### src/hdl/fams_pkg.sv
// ----------------------------------------------------------------------------
// fams_pkg
// Shared types and constants for the fall and motion power scene block.
// ----------------------------------------------------------------------------
package fams_pkg;

  typedef enum logic [1:0] {
    PH_IDLE  = 2'd0,
    PH_FREE  = 2'd1,
    PH_ALERT = 2'd2
  } phase_t;

  typedef enum logic [2:0] {
    REG_GATE_L1    = 3'd0,
    REG_FREE_FALL  = 3'd1,
    REG_IMPACT     = 3'd2,
    REG_WINDOW     = 3'd3,
    REG_HOLD       = 3'd4,
    REG_STEP       = 3'd5,
    REG_STILL      = 3'd6,
    REG_BOOT       = 3'd7
  } cfg_reg_t;

  localparam int unsigned CFG_DATA_W = 32;

  localparam logic [16:0] GATE_L1_RST    = 17'd8000;
  localparam logic [15:0] FREE_FALL_RST  = 16'd5000;
  localparam logic [15:0] IMPACT_RST     = 16'd30000;
  localparam logic [15:0] WINDOW_RST     = 16'd1000;
  localparam logic [15:0] HOLD_RST       = 16'd5000;
  localparam logic [8:0]  STEP_RST       = 9'd10;
  localparam logic [31:0] STILL_RST      = 32'd15000;
  localparam logic [31:0] BOOT_RST       = 32'd10000;
  localparam logic [31:0] FREE_FALL_SQ_RST = 32'(FREE_FALL_RST) * 32'(FREE_FALL_RST);
  localparam logic [31:0] IMPACT_SQ_RST    = 32'(IMPACT_RST) * 32'(IMPACT_RST);

  localparam logic [1:0] LEVEL_AWAKE = 2'd1;
  localparam logic [1:0] LEVEL_DOZE  = 2'd2;
  localparam logic [1:0] LEVEL_DEEP  = 2'd3;
  localparam logic [1:0] MOTION_SAT  = 2'd3;
  localparam logic [1:0] MOTION_WAKE = 2'd2;

  // Thresholds as the core sees them; magnitudes are held squared.
  typedef struct packed {
    logic [16:0] gate_l1_sum;
    logic [31:0] free_fall_sq;
    logic [31:0] impact_sq;
    logic [15:0] impact_window_ms;
    logic [15:0] alert_hold_ms;
    logic [8:0]  motion_step_deg;
    logic [31:0] still_timeout_ms;
    logic [31:0] boot_delay_ms;
  } cfg_t;

  // Frame after the input stage: squares and L1 sum already formed.
  typedef struct packed {
    logic signed [8:0] pitch;
    logic [30:0]       sq_x;
    logic [30:0]       sq_y;
    logic [30:0]       sq_z;
    logic [16:0]       l1_sum;
    logic [31:0]       now_ms;
    logic              ready_req;
  } front_t;

endpackage

### src/hdl/fams_if.sv
// ----------------------------------------------------------------------------
// fams_frame_if / fams_result_if
// Valid/ready channels for sensor frames and per-frame results.
// ----------------------------------------------------------------------------
interface fams_frame_if;
  logic              valid;
  logic              ready;
  logic signed [8:0] pitch;
  logic signed [15:0] accel_x;
  logic signed [15:0] accel_y;
  logic signed [15:0] accel_z;
  logic [31:0]       now_ms;
  logic              ready_req;

  modport source (output valid, pitch, accel_x, accel_y, accel_z, now_ms, ready_req,
                  input ready);
  modport sink   (input valid, pitch, accel_x, accel_y, accel_z, now_ms, ready_req,
                  output ready);
endinterface

interface fams_result_if;
  logic       valid;
  logic       ready;
  logic       help_alert;
  logic [1:0] power_level;
  logic       level_written;
  logic       user_activity;

  modport source (output valid, help_alert, power_level, level_written, user_activity,
                  input ready);
  modport sink   (input valid, help_alert, power_level, level_written, user_activity,
                  output ready);
endinterface

### src/hdl/fams_cfg.sv
// ----------------------------------------------------------------------------
// fams_cfg
// Threshold registers; magnitude levels are squared on write.
// ----------------------------------------------------------------------------
module fams_cfg
  import fams_pkg::*;
(
  input  logic                  clk,
  input  logic                  rst,
  input  logic                  cfg_we,
  input  logic [2:0]            cfg_index,
  input  logic [CFG_DATA_W-1:0] cfg_data,
  output cfg_t                  cfg
);

  logic [15:0] lvl_in;
  logic [31:0] lvl_sq;

  assign lvl_in = cfg_data[15:0];
  assign lvl_sq = 32'(lvl_in) * 32'(lvl_in);

  always_ff @(posedge clk) begin
    if (rst) begin
      cfg.gate_l1_sum      <= GATE_L1_RST;
      cfg.free_fall_sq     <= FREE_FALL_SQ_RST;
      cfg.impact_sq        <= IMPACT_SQ_RST;
      cfg.impact_window_ms <= WINDOW_RST;
      cfg.alert_hold_ms    <= HOLD_RST;
      cfg.motion_step_deg  <= STEP_RST;
      cfg.still_timeout_ms <= STILL_RST;
      cfg.boot_delay_ms    <= BOOT_RST;
    end else if (cfg_we) begin
      unique case (cfg_reg_t'(cfg_index))
        REG_GATE_L1:   cfg.gate_l1_sum      <= cfg_data[16:0];
        REG_FREE_FALL: cfg.free_fall_sq     <= lvl_sq;
        REG_IMPACT:    cfg.impact_sq        <= lvl_sq;
        REG_WINDOW:    cfg.impact_window_ms <= cfg_data[15:0];
        REG_HOLD:      cfg.alert_hold_ms    <= cfg_data[15:0];
        REG_STEP:      cfg.motion_step_deg  <= cfg_data[8:0];
        REG_STILL:     cfg.still_timeout_ms <= cfg_data;
        REG_BOOT:      cfg.boot_delay_ms    <= cfg_data;
        default:       ;
      endcase
    end
  end

endmodule

### src/hdl/fams_front.sv
// ----------------------------------------------------------------------------
// fams_front
// Input register: captures a frame with its axis squares and L1 sum.
// ----------------------------------------------------------------------------
module fams_front
  import fams_pkg::*;
(
  input  logic         clk,
  input  logic         rst,
  fams_frame_if.sink   frame,
  input  logic         take,
  output logic         stage_valid,
  output front_t       stage
);

  logic signed [16:0] ex, ey, ez;
  logic [16:0]        abs_x, abs_y, abs_z;
  logic signed [31:0] px, py, pz;

  assign ex = {frame.accel_x[15], frame.accel_x};
  assign ey = {frame.accel_y[15], frame.accel_y};
  assign ez = {frame.accel_z[15], frame.accel_z};
  assign abs_x = ex[16] ? 17'(-ex) : 17'(ex);
  assign abs_y = ey[16] ? 17'(-ey) : 17'(ey);
  assign abs_z = ez[16] ? 17'(-ez) : 17'(ez);

  assign px = 32'(frame.accel_x) * 32'(frame.accel_x);
  assign py = 32'(frame.accel_y) * 32'(frame.accel_y);
  assign pz = 32'(frame.accel_z) * 32'(frame.accel_z);

  // Refill whenever the held frame leaves or the stage is empty.
  assign frame.ready = !stage_valid || take;

  always_ff @(posedge clk) begin
    if (rst) begin
      stage_valid <= 1'b0;
    end else if (frame.ready) begin
      stage_valid <= frame.valid;
    end
  end

  always_ff @(posedge clk) begin
    if (frame.ready && frame.valid) begin
      stage.pitch     <= frame.pitch;
      stage.sq_x      <= px[30:0];
      stage.sq_y      <= py[30:0];
      stage.sq_z      <= pz[30:0];
      stage.l1_sum    <= abs_x + abs_y + abs_z;
      stage.now_ms    <= frame.now_ms;
      stage.ready_req <= frame.ready_req;
    end
  end

endmodule

### src/hdl/fams_core.sv
// ----------------------------------------------------------------------------
// fams_core
// Fall phase machine, motion wake and auto sleep; drives the result register.
// ----------------------------------------------------------------------------
module fams_core
  import fams_pkg::*;
(
  input  logic          clk,
  input  logic          rst,
  input  cfg_t          cfg,
  input  logic          stage_valid,
  input  front_t        stage,
  output logic          take,
  fams_result_if.source result
);

  // State
  phase_t            phase, phase_next;
  logic [31:0]       fall_start, fall_start_next;
  logic signed [8:0] prev_pitch;
  logic [1:0]        motion_frames, motion_frames_next;
  logic [31:0]       still_since, still_since_next;
  logic              still_valid, still_valid_next;
  logic [31:0]       first_time, first_time_next;
  logic              first_valid, first_valid_next;
  logic              sleep_off, sleep_off_next;
  logic [1:0]        level, level_next;

  logic              fire;
  logic              gate;
  logic [31:0]       sq_sum;
  logic              below_ff, above_im;
  phase_t            phase_entry;
  logic [31:0]       fall_el;
  logic              alert;
  logic signed [9:0] pitch_diff;
  logic [9:0]        pitch_swing;
  logic              moving;
  logic [31:0]       boot_el, still_el;
  logic              written, activity;

  assign take = !result.valid || result.ready;
  assign fire = stage_valid && take;

  assign gate     = stage.l1_sum > cfg.gate_l1_sum;
  assign sq_sum   = 32'(stage.sq_x) + 32'(stage.sq_y) + 32'(stage.sq_z);
  assign below_ff = sq_sum < cfg.free_fall_sq;
  assign above_im = sq_sum > cfg.impact_sq;

  // Phase as seen after a possible free-fall entry on this frame.
  assign phase_entry = (gate && phase == PH_IDLE && below_ff) ? PH_FREE : phase;
  assign fall_start_next = (gate && phase == PH_IDLE && below_ff) ? stage.now_ms : fall_start;
  assign fall_el = stage.now_ms - fall_start_next;

  // Next phase
  always_comb begin
    phase_next = phase_entry;
    if (gate) begin
      if (phase_entry == PH_FREE) begin
        if (above_im) begin
          phase_next = PH_ALERT;
        end else if (fall_el > 32'(cfg.impact_window_ms)) begin
          phase_next = PH_IDLE;
        end
      end
      if (phase_next == PH_ALERT && fall_el > 32'(cfg.alert_hold_ms)) begin
        phase_next = PH_IDLE;
      end
    end
  end

  // Phase outputs
  always_comb begin
    alert = gate && phase_entry == PH_FREE && above_im;
  end

  assign pitch_diff  = 10'(stage.pitch) - 10'(prev_pitch);
  assign pitch_swing = pitch_diff[9] ? 10'(-pitch_diff) : 10'(pitch_diff);
  assign moving      = pitch_swing > {1'b0, cfg.motion_step_deg};

  always_comb begin
    motion_frames_next = motion_frames;
    sleep_off_next     = sleep_off;
    level_next         = level;
    still_valid_next   = still_valid;
    still_since_next   = still_since;
    first_valid_next   = first_valid;
    first_time_next    = first_time;
    written            = 1'b0;
    activity           = 1'b0;
    boot_el            = '0;
    still_el           = '0;

    if (moving) begin
      motion_frames_next = (motion_frames == MOTION_SAT) ? motion_frames
                                                         : motion_frames + 2'd1;
      if (motion_frames_next >= MOTION_WAKE) begin
        if (level != LEVEL_AWAKE) begin
          sleep_off_next = 1'b1;
        end
        level_next       = LEVEL_AWAKE;
        written          = 1'b1;
        activity         = 1'b1;
        still_valid_next = 1'b0;
      end
    end else begin
      motion_frames_next = '0;
    end

    if (!first_valid) begin
      first_time_next  = stage.now_ms;
      first_valid_next = 1'b1;
    end
    boot_el = stage.now_ms - first_time_next;

    if (stage.ready_req && !sleep_off_next && boot_el > cfg.boot_delay_ms) begin
      if (moving) begin
        still_valid_next = 1'b0;
      end else begin
        if (!still_valid_next) begin
          still_since_next = stage.now_ms;
          still_valid_next = 1'b1;
        end
        still_el = stage.now_ms - still_since_next;
        if (level_next == LEVEL_AWAKE && still_el > cfg.still_timeout_ms) begin
          level_next       = LEVEL_DOZE;
          written          = 1'b1;
          still_since_next = stage.now_ms;
        end else if (level_next == LEVEL_DOZE && still_el > cfg.still_timeout_ms) begin
          level_next = LEVEL_DEEP;
          written    = 1'b1;
        end
      end
    end
  end

  always_ff @(posedge clk) begin
    if (rst) begin
      phase         <= PH_IDLE;
      fall_start    <= '0;
      prev_pitch    <= '0;
      motion_frames <= '0;
      still_since   <= '0;
      still_valid   <= 1'b0;
      first_time    <= '0;
      first_valid   <= 1'b0;
      sleep_off     <= 1'b0;
      level         <= LEVEL_AWAKE;
    end else if (fire) begin
      phase         <= phase_next;
      fall_start    <= fall_start_next;
      prev_pitch    <= stage.pitch;
      motion_frames <= motion_frames_next;
      still_since   <= still_since_next;
      still_valid   <= still_valid_next;
      first_time    <= first_time_next;
      first_valid   <= first_valid_next;
      sleep_off     <= sleep_off_next;
      level         <= level_next;
    end
  end

  always_ff @(posedge clk) begin
    if (rst) begin
      result.valid <= 1'b0;
    end else if (take) begin
      result.valid <= stage_valid;
    end
  end

  always_ff @(posedge clk) begin
    if (fire) begin
      result.help_alert    <= alert;
      result.power_level   <= level_next;
      result.level_written <= written;
      result.user_activity <= activity;
    end
  end

  // An alert leaves the machine in the alerted phase unless the hold already ran out.
  a_alert_phase: assert property (@(posedge clk) disable iff (rst)
    fire && alert && !(fall_el > 32'(cfg.alert_hold_ms)) |=> phase == PH_ALERT)
    else $error("alert raised without entering alerted phase");

  a_wake_level: assert property (@(posedge clk) disable iff (rst)
    result.valid && result.user_activity |->
      result.power_level == LEVEL_AWAKE && result.level_written)
    else $error("motion wake without level set to awake");

  a_level_hold: assert property (@(posedge clk) disable iff (rst)
    !fire |=> $stable(level) && $stable(phase))
    else $error("state moved without a frame");

  a_level_written: assert property (@(posedge clk) disable iff (rst)
    fire && level_next != level |-> written)
    else $error("level changed without a level set");

endmodule

### src/hdl/fall_and_motion_power_scene.sv
// ----------------------------------------------------------------------------
// fall_and_motion_power_scene
// Per-frame fall detection, motion wake and stillness-driven power levels.
// ----------------------------------------------------------------------------
//   channel  | dir | handshake          | payload
//   ---------+-----+--------------------+-------------------------------------
//   frame    | in  | valid/ready        | pitch, accel_x/y/z, now_ms, ready_req
//   result   | out | valid/ready        | help_alert, power_level,
//            |     |                    | level_written, user_activity
//   cfg      | in  | cfg_we (no ready)  | cfg_index, cfg_data
//
// One frame per cycle sustained while results are taken; an accepted frame
// passes through the input register (squares and L1 sum), then the state update
// into the result register, where result.valid is set.
// The state is updated once per frame.
// Synchronous active-high reset clears the valid flags and all core state and loads default thresholds.
// A stalled result holds; the input register still takes a frame while the
// held result waits, then frame.ready drops until the result is taken.
// ----------------------------------------------------------------------------
module fall_and_motion_power_scene
  import fams_pkg::*;
(
  input  logic                  clk,
  input  logic                  rst,
  fams_frame_if.sink            frame,
  fams_result_if.source         result,
  input  logic                  cfg_we,
  input  logic [2:0]            cfg_index,
  input  logic [CFG_DATA_W-1:0] cfg_data
);

  cfg_t   cfg;
  front_t stage;
  logic   stage_valid;
  logic   take;

  fams_cfg u_cfg (
    .clk       (clk),
    .rst       (rst),
    .cfg_we    (cfg_we),
    .cfg_index (cfg_index),
    .cfg_data  (cfg_data),
    .cfg       (cfg)
  );

  fams_front u_front (
    .clk         (clk),
    .rst         (rst),
    .frame       (frame),
    .take        (take),
    .stage_valid (stage_valid),
    .stage       (stage)
  );

  fams_core u_core (
    .clk         (clk),
    .rst         (rst),
    .cfg         (cfg),
    .stage_valid (stage_valid),
    .stage       (stage),
    .take        (take),
    .result      (result)
  );

endmodule
### src/flat_wrapper.sv
// flat-port wrapper written by rule: the top's interface ports become plain ports
module fall_and_motion_power_scene_flat import fams_pkg::*;
  (clk, rst, cfg_we, cfg_index, cfg_data, frame_valid, frame_pitch, frame_accel_x, frame_accel_y, frame_accel_z, frame_now_ms, frame_ready_req, frame_ready, result_valid, result_help_alert, result_power_level, result_level_written, result_user_activity, result_ready);
  fams_frame_if frame_i ();
  fams_result_if result_i ();
  input  logic clk;
  input  logic rst;
  input  logic cfg_we;
  input  logic [2:0] cfg_index;
  input  logic [CFG_DATA_W-1:0] cfg_data;
  input wire logic [$bits(frame_i.valid)-1:0] frame_valid;
  input wire logic [$bits(frame_i.pitch)-1:0] frame_pitch;
  input wire logic [$bits(frame_i.accel_x)-1:0] frame_accel_x;
  input wire logic [$bits(frame_i.accel_y)-1:0] frame_accel_y;
  input wire logic [$bits(frame_i.accel_z)-1:0] frame_accel_z;
  input wire logic [$bits(frame_i.now_ms)-1:0] frame_now_ms;
  input wire logic [$bits(frame_i.ready_req)-1:0] frame_ready_req;
  output wire logic [$bits(frame_i.ready)-1:0] frame_ready;
  output wire logic [$bits(result_i.valid)-1:0] result_valid;
  output wire logic [$bits(result_i.help_alert)-1:0] result_help_alert;
  output wire logic [$bits(result_i.power_level)-1:0] result_power_level;
  output wire logic [$bits(result_i.level_written)-1:0] result_level_written;
  output wire logic [$bits(result_i.user_activity)-1:0] result_user_activity;
  input wire logic [$bits(result_i.ready)-1:0] result_ready;
  assign frame_i.valid = frame_valid;
  assign frame_i.pitch = frame_pitch;
  assign frame_i.accel_x = frame_accel_x;
  assign frame_i.accel_y = frame_accel_y;
  assign frame_i.accel_z = frame_accel_z;
  assign frame_i.now_ms = frame_now_ms;
  assign frame_i.ready_req = frame_ready_req;
  assign frame_ready = frame_i.ready;
  assign result_valid = result_i.valid;
  assign result_help_alert = result_i.help_alert;
  assign result_power_level = result_i.power_level;
  assign result_level_written = result_i.level_written;
  assign result_user_activity = result_i.user_activity;
  assign result_i.ready = result_ready;
  fall_and_motion_power_scene u_core (.clk(clk), .rst(rst), .frame(frame_i), .result(result_i), .cfg_we(cfg_we), .cfg_index(cfg_index), .cfg_data(cfg_data));
endmodule
### config.mk
export PLATFORM = sky130hd
export DESIGN_NAME = fall_and_motion_power_scene_flat
export DESIGN_NICKNAME = d
export VERILOG_FILES = /design/src/hdl/fams_pkg.sv /design/src/hdl/fams_if.sv /design/src/hdl/fams_cfg.sv /design/src/hdl/fams_front.sv /design/src/hdl/fams_core.sv /design/src/hdl/fall_and_motion_power_scene.sv /design/src/flat_wrapper.sv
export SDC_FILE = /design/constraint.sdc
export NUM_CORES = 2
export LEC_CHECK = 0
export ABC_CLOCK_PERIOD_IN_PS = 14850
export BUFFER_PORTS_ARGS = -buffer_cell sky130_fd_sc_hd__buf_2
export CELL_PAD_IN_SITES_DETAIL_PLACEMENT = 0
export CELL_PAD_IN_SITES_GLOBAL_PLACEMENT = 1
export CORE_ASPECT_RATIO = 0.7
export CORE_UTILIZATION = 35
export CTS_CLUSTER_DIAMETER = 100
export DETAILED_ROUTE_END_ITERATION = 8
export PLACE_DENSITY_LB_ADDON = 0.1
export SYNTH_ARGS = -nofsm -noshare
export SYNTH_HDL_FRONTEND = slang
export SYNTH_SLANG_ARGS = --single-unit
### constraint.sdc
create_clock -name clk -period 14.85 [get_ports clk]
set_clock_uncertainty 0.1 [all_clocks]
set_input_delay 1.485 -clock clk [delete_from_list [all_inputs] [get_ports clk]]
set_output_delay 1.485 -clock clk [all_outputs]
set_load 0.02 [all_outputs]
==> reports/results.tsv <==
metric	value	unit
Synth Instances	6887	
critical path class	flop to flop	
vias in the first global route	46200	
antenna violations before repair	6	
fillcell total	17900	
first-pass GRT wire length	282000	um
Routed WL	181000	um
DP Area	65300	um2
GRT Residual Overflow	0	
Yosys top cell area share	29.5	%
P&R area growth vs syn	8.07	%
Reg area	10600	um2
ANT nets after route	0	
failing checks	design-rule violations	
final cell count without fillers	9283	
fraction of layout cells with a size suffix above 1	4.61	%
post-DP HPWL	146000	um
most used cell, CP	o21ai_0	
Overall Global Routing Usage	20.5	%
Worst path top cell family by delay	compound AO/OA/AOI/OAI gates	
Hold Buf Count CTS	0	
final count of negative-setup-slack endpoints	0	
htree depth	2	
Max Cap Viol	0	
final hold violation count	0	
DR DRC count	18	
Syn Std Cell Area	62100	um2
CTS root buf	clkbuf_16	
metal3 WL	7780	um
postcts setup bufs	0	
RSZ-0062 raised after global routing	no	
Yosys top cell by area	fa_1	
Ports	137	
nature of the critical path endpoint	flop	
top routing layer used	met5	
maximum clock frequency	0.0833	GHz
CP Launch Type	flop	
type of the most critical hold path	flop to flop	
Worst-path clk slew	0.07	ns
drt wl/cell	19.5	um
cell area after layout	67100	um2
drt pass-1 iters	7	
CTS Sinks	454	
Main synth FF type	dfxtp_1	
Resized cells post-CTS	0	
status	complete, but fails checks	
warnings from Yosys	0	
multi-input combinational cell area	45400	um2
CP peak stage delay	0.62	ns
fin nets	8618	
synth unique cells	91	
largest net degree at the start of global routing	171	
max_slew headroom	20.4	%
CTS buffer count	52	
# placed instances	9184	
met1 WL	97700	um
hold_ws	0.356	ns
Period minus WS final	12.00	ns
critical path arrival	12.40	ns
Seq/Total Area, Yosys	17.1	%
CORE AREA	175000	um2
worst path required time	15.25	ns
Slowest cell on crit path	a31oi_1	
initial DRC count	2683	
fin crit share	80.8	%
Buf/Inv on CP	2	
Initial Util	35.5	%
gpl congestion	0.846	
Die Footprint	179000	um2
mean area per synthesized cell	9.02	um2
Post-Route Setup TNS	0	ns
Seq cells post-synth	454	
Die Width	506	um
Synth area leaders	fa_1, ha_1, dfxtp_1, inv_1, edfxtp_1	
fraction of registers with async set/reset	0	%
via/cell ratio	4.84	
CTS tree	done	
routed via count	45000	
clk buf depth	3	
EDFF count, synth	154	
I/O Buffers	136	
row count	128	
Skew-Pair Late Insertion Delay	0.65	ns
Least-Margin Pin Slew	1.19	ns
Die Span Y	354	um
crit-path max FO	33	
wire length on met2	73500	um
max-slew violations	0	
[layout by cell type (no fill, tap or decap), types with 17 or more instances in the layout]
master     netlist  layout
a211o_1         50      50
a211oi_1        82      82
a21boi_0        20      20
a21o_1         110     110
a21oi_1        367     366
a31oi_1         27      27
and2_1         161     160
and3_1          26      26
buf_2            8     135
buf_4            1      34
clkbuf_16        0      52
clkinv_1        20      22
dfxtp_1        300     299
edfxtp_1       154     154
fa_1           915     915
ha_1           675     675
inv_1         1408    1407
mux2i_1        126     126
nand2_1        690     690
nand2b_1        66      66
nand3_1         50      50
nand4_1         48      48
nor2_1         447     442
nor2b_1         62      61
nor3_1          77      76
o21a_1          58      58
o21ai_0        157     157
o21bai_1        27      27
o31ai_1         20      20
or2_2           17      17
or3_1           25      25
xnor2_1        223     223
xor2_1          88      88
[tightest hold or removal path: stages (launching register included)]
cell and delay, ns:
dfxtp_1 0.31, nand2_1 0.05, a21oi_1 0.05
[cell families after synthesis]
family / share of synthesized area [%]
xor+xnor: 4.38
compound gates: 10.6
buf+inv: 9.99
simple gates: 12.7
mux: 2.10
other cells: 0.00604
flops: 17.1
fa+ha+maj: 43.1
[layer usage]
metal | vias up | global-route usage, %
li1 | 22000 | -
met1 | 22100 | 32.7
met2 | 793 | 29.8
met3 | 103 | 2.37
met4 | 2 | 2.68
met5 | - | 0
[sequential cells by signal (all words and copies together), names as in the netlist, 2 cells and up]
register                          cells
u_core.u_core.first_time             32
u_core.u_core.prev_pitch              9
u_core.u_cfg.cfg                    184
u_core.u_core.result.power_level      2
u_core.u_core.level                   2
u_core.u_core.still_since            32
u_core.u_core.motion_frames           2
u_core.u_core.phase                   2
u_core.u_front.stage                149
u_core.u_core.fall_start             32
[path summary, 6_finish.rpt]
| check | start | endpoint | slack [ns] | cells past startpoint |
|---|---|---|---|---|
| setup / recovery | u_core.u_front.stage[144] | u_core.u_core.still_since[2] | 2.85 | 50 |
| hold / removal | u_core.u_cfg.cfg[146] | u_core.u_cfg.cfg[146] | 0.36 | 2 |
| setup reg to reg | u_core.u_front.stage[144] | u_core.u_core.still_since[2] | 2.85 | 50 |
| hold reg to reg | u_core.u_cfg.cfg[146] | u_core.u_cfg.cfg[146] | 0.36 | 2 |
[stage by stage]
step	worst slack, ns	util (%)
global route	1.82	38.4
floorplan	5.12	-
global placement	3.07	37.3
finish	2.85	38.4
CTS	2.96	38.4
detailed placement	3.00	37.3
[synth_stat cells (7+ instances only)]
| library cell | n |
|---|---|
| a2111oi_0 | 8 |
| a211o_1 | 50 |
| a211oi_1 | 82 |
| a21boi_0 | 20 |
| a21o_1 | 110 |
| a21oi_1 | 367 |
| a31o_2 | 7 |
| a31oi_1 | 27 |
| and2_1 | 161 |
| and3_1 | 26 |
| and4_1 | 8 |
| buf_2 | 8 |
| clkbuf_1 | 201 |
| clkinv_1 | 20 |
| dfxtp_1 | 300 |
| edfxtp_1 | 154 |
| fa_1 | 915 |
| ha_1 | 675 |
| inv_1 | 1408 |
| mux2i_1 | 126 |
| nand2_1 | 690 |
| nand2b_1 | 66 |
| nand3_1 | 50 |
| nand3b_1 | 10 |
| nand4_1 | 48 |
| nor2_1 | 447 |
| nor2b_1 | 62 |
| nor3_1 | 77 |
| nor4_1 | 15 |
| o2111ai_1 | 7 |
| o211ai_1 | 8 |
| o21a_1 | 58 |
| o21ai_0 | 157 |
| o21bai_1 | 27 |
| o311ai_0 | 7 |
| o31ai_1 | 20 |
| or2_2 | 17 |
| or3_1 | 25 |
| or4_1 | 8 |
| xnor2_1 | 223 |
| xor2_1 | 88 |
[layout make-up]
type                       count  share of cell area, %
antenna                        1                0.00373
sequential                   454                   15.8
multi-input combinational   4788                   67.5
timing repair buffer         171                   1.44
inverter                    1431                   8.00
tap                         2340                   4.36
clock buffer                  63                   2.04
clock inverter                35                  0.764
Power is not shown: default switching activity piles up to over one toggle a cycle in this logic, so the estimate is an artifact.
